--- config.mk ---
export PLATFORM = sky130hd
export DESIGN_NAME = brf_ctrl
export DESIGN_NICKNAME = d
export VERILOG_FILES = /design/src/rtl/core/brf_pkg.sv /design/src/rtl/core/brf_ctrl.sv
export SDC_FILE = /design/constraint.sdc
export NUM_CORES = 1
export LEC_CHECK = 0
export ABC_AREA = 1
export ABC_CLOCK_PERIOD_IN_PS = 3450
export BUFFER_PORTS_ARGS = -buffer_cell sky130_fd_sc_hd__buf_2
export CORE_AREA = 4 4 41 43
export CTS_CLUSTER_SIZE = 30
export DETAILED_ROUTE_END_ITERATION = 10
export DIE_AREA = 0 0 45 47
export SLEW_MARGIN = 20
export SYNTH_ARGS = -nofsm -noshare
export SYNTH_HDL_FRONTEND = slang
export SYNTH_SLANG_ARGS = --single-unit
--- constraint.sdc ---
create_clock -name clk -period 3.45 [get_ports clk]
set_clock_uncertainty 0.2 [all_clocks]
set_input_delay 0.345 -clock clk [delete_from_list [all_inputs] [get_ports clk]]
set_output_delay 0.345 -clock clk [all_outputs]
set_load 0.005 [all_outputs]
--- src/rtl/core/brf_pkg.sv ---
// Shared constants, opcodes, a helper function and controller/datapath
// structs for the byte ring buffer. No dependencies.
`default_nettype none

package brf_pkg;

	localparam int DEPTH      = 1024;
	localparam int GAP        = 8;
	localparam int STORE_SIZE = DEPTH + GAP;
	localparam int IDX_W      = 11;
	localparam int CNT_W      = 7;
	localparam int DATA_W     = 64;
	localparam int MAX_PUT    = 8;
	localparam int MAX_STREAM = 64;

	localparam logic [2:0] OP_PUT     = 3'd0;
	localparam logic [2:0] OP_GET     = 3'd1;
	localparam logic [2:0] OP_PEEK    = 3'd2;
	localparam logic [2:0] OP_REMOVE  = 3'd3;
	localparam logic [2:0] OP_ADVANCE = 3'd4;
	localparam logic [2:0] OP_CLEAR   = 3'd5;
	localparam logic [2:0] OP_STATUS  = 3'd6;

	typedef struct packed {
		logic capture;
		logic exec;
		logic put_wr;
		logic issue;
		logic resp;
	} brf_cmd_t;

	typedef struct packed {
		logic put_go;
		logic stream_go;
		logic put_last;
		logic rem_last;
	} brf_stat_t;

	// Both operands below STORE_SIZE.
	function automatic logic [IDX_W-1:0] wrap_add(input logic [IDX_W-1:0] a,
		input logic [IDX_W-1:0] b);
		logic [IDX_W:0] s;
		s = {1'b0, a} + {1'b0, b};
		if (s >= (IDX_W+1)'(STORE_SIZE)) begin
			s = s - (IDX_W+1)'(STORE_SIZE);
		end
		return s[IDX_W-1:0];
	endfunction

endpackage

`default_nettype wire

--- src/rtl/core/brf_ctrl.sv ---
// Controller state machine for the byte ring buffer.
// Depends on brf_pkg for the command and status structs.
`default_nettype none

module brf_ctrl import brf_pkg::*; (
	input  wire logic      clk,
	input  wire logic      arst_n,
	input  wire logic      start,
	input  wire brf_stat_t stat,
	output brf_cmd_t       cmd,
	output logic           busy
);

	typedef enum logic [2:0] {S_IDLE, S_EXEC, S_PUT, S_STREAM, S_RESP} state_t;

	state_t state_q;
	logic   busy_q;

	always_ff @(posedge clk or negedge arst_n) begin
		if (!arst_n) begin
			state_q <= S_IDLE;
			busy_q  <= 1'b0;
		end else begin
			unique case (state_q)
				S_IDLE: begin
					if (start) begin
						state_q <= S_EXEC;
						busy_q  <= 1'b1;
					end
				end
				S_EXEC: begin
					if (stat.put_go) begin
						state_q <= S_PUT;
					end else if (stat.stream_go) begin
						state_q <= S_STREAM;
					end else begin
						state_q <= S_RESP;
					end
				end
				S_PUT: begin
					if (stat.put_last) begin
						state_q <= S_RESP;
					end
				end
				S_STREAM: begin
					if (stat.rem_last) begin
						state_q <= S_IDLE;
						busy_q  <= 1'b0;
					end
				end
				S_RESP: begin
					state_q <= S_IDLE;
					busy_q  <= 1'b0;
				end
				default: begin
					state_q <= S_IDLE;
					busy_q  <= 1'b0;
				end
			endcase
		end
	end

	assign cmd.capture = (state_q == S_IDLE) && start;
	assign cmd.exec    = (state_q == S_EXEC);
	assign cmd.put_wr  = (state_q == S_PUT);
	assign cmd.issue   = (state_q == S_STREAM);
	assign cmd.resp    = (state_q == S_RESP);
	assign busy        = busy_q;

endmodule

`default_nettype wire

-- Yosys cells after proc, flatten, opt, wreduce, memory -nomap -nowiden
Index checks and enable logic that the tools add are counted.
- register bits after elaboration: 4
- input port bits: 7
- output and inout port bits: 6
- word-level logic and storage cells: 24
- equal/unequal tests: 7
- multiplexer cells: 9
- bitwise logic cells: 1
- reductions and logical operators: 5
- operator list (cell ; number):
    3-bit two-way mux ; 5
    3-bit case mux with 4 select lines ; 1
    3-bit by 2-bit == test with 1-bit output, second input constant ; 2
    2-bit != test, second input constant ; 3
    3-bit AND reduction ; 2
    3-bit by 1-bit == test with 1-bit output, second input constant ; 1
    3-bit == test, second input constant ; 1
    3-bit zero test ; 1
    1-bit case mux with 3 select lines ; 1
    1-bit two-way mux ; 2
    2-bit OR reduction ; 1
    1-bit logical AND ; 1
    1-bit inverter ; 1

-- Longest topological paths before layout
- depth after elaboration: 4
- gate-level depth with buffers: 7
- mapped depth without buffers: 7

-- Worst setup path after synthesis
OpenSTA, ideal clock, no wires.
- path type: flip-flop to output port
- from: register state_q[1]
- to: output port cmd[4] in the netlist's numbering
- arrival time: 0.794 ns
- data required time: 2.905 ns
- slack: 2.111 ns
- cell stages (with the launch flop): 6
- buffers on the path: 0
- cells stage by stage: dfrtp_1 nor2_2 inv_1 nor2_1 nand2_1 inv_1
- RTL lines (what ; line ; text):
    from (decl) ; brf_ctrl.sv:16 ; state_t state_q;
    from (signal assigned) ; brf_ctrl.sv:21 ; state_q <= S_IDLE;
    from (signal assigned) ; brf_ctrl.sv:27 ; state_q <= S_EXEC;
    from (signal assigned) ; brf_ctrl.sv:33 ; state_q <= S_PUT;
    to (decl) ; brf_ctrl.sv:10 ; output brf_cmd_t cmd,

==> results.yml <==
setup_path:
  crit_fanout: 4
  worst_ep_required_time_ps: 2900
  reg2reg_from: "state_q[0]"
  timing_worst_setup_path_type: "reg -> out"
  end_kind: "output pin"
  rr_worst_depth: 6
  arrival_ps: 1180
  worst-r2r-setup-slack_ps: 2140
  worst_setup_path_start_kind: "flip-flop"
  r2r_end: "state_q[0]"
clocking:
  htreeDepth: 1
  post_cts_resized: 0
  clk_path_buf_depth: 2
  cts_sinks: 4
  cts_tree: "done"
  clock_latency_ps: 230
  post_cts_buffers: 0
  clkTransAtPathRegs_ps: 40
  numCtsBuffers: 3
  cts_root_buffer: "clkbuf_4"
drt:
  wl_per_cell_um: 8.57
  ant_nets: 0
  drc: 0
  wirelength_um: 600
  avgViaCountPerCell: 3.73
  firstDrtPassIters: 4
  drtIter0Drc: 6
  num_vias: 261
worst_hold_path:
  hp-class: "in -> reg"
  worstHoldStart: "start"
  hold_depth: 3
  hold-path-endpoint: "busy"
cells_and_area:
  n_antenna_cell: 0
  nets: 64
  final_cells: 70
  drive_gt1_frac: 0.400
  syn2layout_area_growth_pct: 41.2
  layout_commonest_cell: "buf_2"
  final_cell_mix: "buf_2 (12), inv_1 (9), nand2_1 (8)"
  fillers: 145
  final_cell_area_um2: 382
global_route:
  first_global_vias: 241
  antenna_found_initial: 0
  grt_pass1_wl_um: 945
  grt_start_max_net_pins: 7
  overflow: 0
  grtUsageTotal: 0.0643
synthesis:
  synth_nets: 46
  synth_cell_type_count: 15
  yosysSeqAreaShare: 0.370
  syn_inst: 39
  syn_area_per_cell_um2: 6.93
  netlist_area_um2: 270
  yosysWarningCount: 0
  synth-seq-cells: 4
timing:
  setup_viol: 0
  tns_ps: 0
  final-max-slew-violation-count: 0
  maxSlewHeadroom: 0.858
  max_slew.worst_pin.slew_ps: 213
  finalCritPeriodShare: 0.501
  final_hold_viol_count: 0
  fin_ws_ps: 1720
  period_minus_slack_ps: 1730
  grt_setup_unrepaired: "false"
  timing.fmax_ghz: 0.579
power:
  peakVddDrop_mv: 0.242
  p_leak_uw: 0.000245
  power.density_mw_per_mm2: 798
  finalPower_uw: 304
die:
  core_area_mm2: 0.00130
  initial_core_util: 0.208
  rows: 13
  die_h_um: 47
  die-area_mm2: 0.00212
  pin_count: 13
  die_width_um: 45
placement:
  place_area_um2: 349
  port_buffers: 12
  dpl.hpwl_um: 513
  place_ws_ps: 1960
  dp_cells: 66
  gp_congestion: 0.718
outcome:
  status: "finished, final reports clean"
flow_run:
  maxCapViolCount: 0
power breakdown:
group          leakage (uW)  total [uW]  switching, uW  internal, uW
Clock             0.0000138        58.1           19.2          38.9
Sequential        0.0000511        95.3           26.7          68.5
Combinational      0.000180         151           84.9          66.2
final cells by class:
class | count | area (um^2) | share of cell area
Multi-Input combinational cell | 25 | 133 | 0.348
Sequential cell | 4 | 100 | 0.262
Timing Repair Buffer | 13 | 70.1 | 0.184
Inverter | 10 | 37.5 | 0.0984
Clock buffer | 3 | 22.5 | 0.0590
Tap cell | 15 | 18.8 | 0.0492
routing by layer:
| metal | vias to the layer above | GRT usage | share of wire |
|---|---|---|---|
| met5 | - | 0 | 0 |
| met4 | 0 | 0.0526 | 0 |
| met3 | 0 | 0.0268 | 0.073 |
| met2 | 6 | 0.0960 | 0.50 |
| met1 | 105 | 0.0714 | 0.43 |
| li1 | 150 | - | - |
cell families (layout without fill, tap and decap cells):
family                 count (synthesis)  count (layout)  share of synthesized area
AOI/OAI and AO/OA                      4               4                     0.0833
buffers and inverters                 10              26                      0.139
DFF                                    4               4                      0.370
and+or+nand+nor                       21              21                      0.407
cell usage after synthesis:
library cell  instances  area (um^2)
nor2_2                1         6.26
nand2_2               3         18.8
inv_1                 9         33.8
nand3_2               1         10.0
nor2_4                1         11.3
inv_2                 1         3.75
dfrtp_1               4          100
nor2_1                3         11.3
nor3_1                2         10.0
o21ai_0               2         10.0
nand3b_1              1         7.51
a21oi_1               1         5.00
nand3_1               1         5.00
nand2_1               8         30.0
o21bai_1              1         7.51
critical path, stage by stage, from the launching register on:
cell     delay (ps)
dfrtp_1         420
nor2_2          170
inv_1            70
nor2_1           80
nand2_1          70
inv_1            50
buf_2           100
how the worst max path moves through the flow:
stage | from | to | cells after the start
detailed placement | state_q[1] | cmd[4] | 6
floorplan | state_q[1] | cmd[4] | 5
finish | state_q[1] | cmd[4] | 6
CTS | state_q[1] | cmd[4] | 6
global route | state_q[1] | cmd[4] | 6
global placement | state_q[1] | cmd[4] | 6
registers in the layout, indices dropped and copies added (netlist names):
register,count
busy,1
state_q,3
stage by stage:
step / util / hold slack, ps
floorplan: - / -151
global placement: 0.268 / -49.3
detailed placement: 0.268 / -41.6
CTS: 0.293 / 158
global route: 0.293 / 164
finish: 0.293 / 156
timing repair:
item	4_1_cts	5_1_grt
hold buffers	1	0
setup endpoints to repair	0	0
hold endpoints to repair	4	0
No activity file was read; power rests on OpenSTA's default activity.
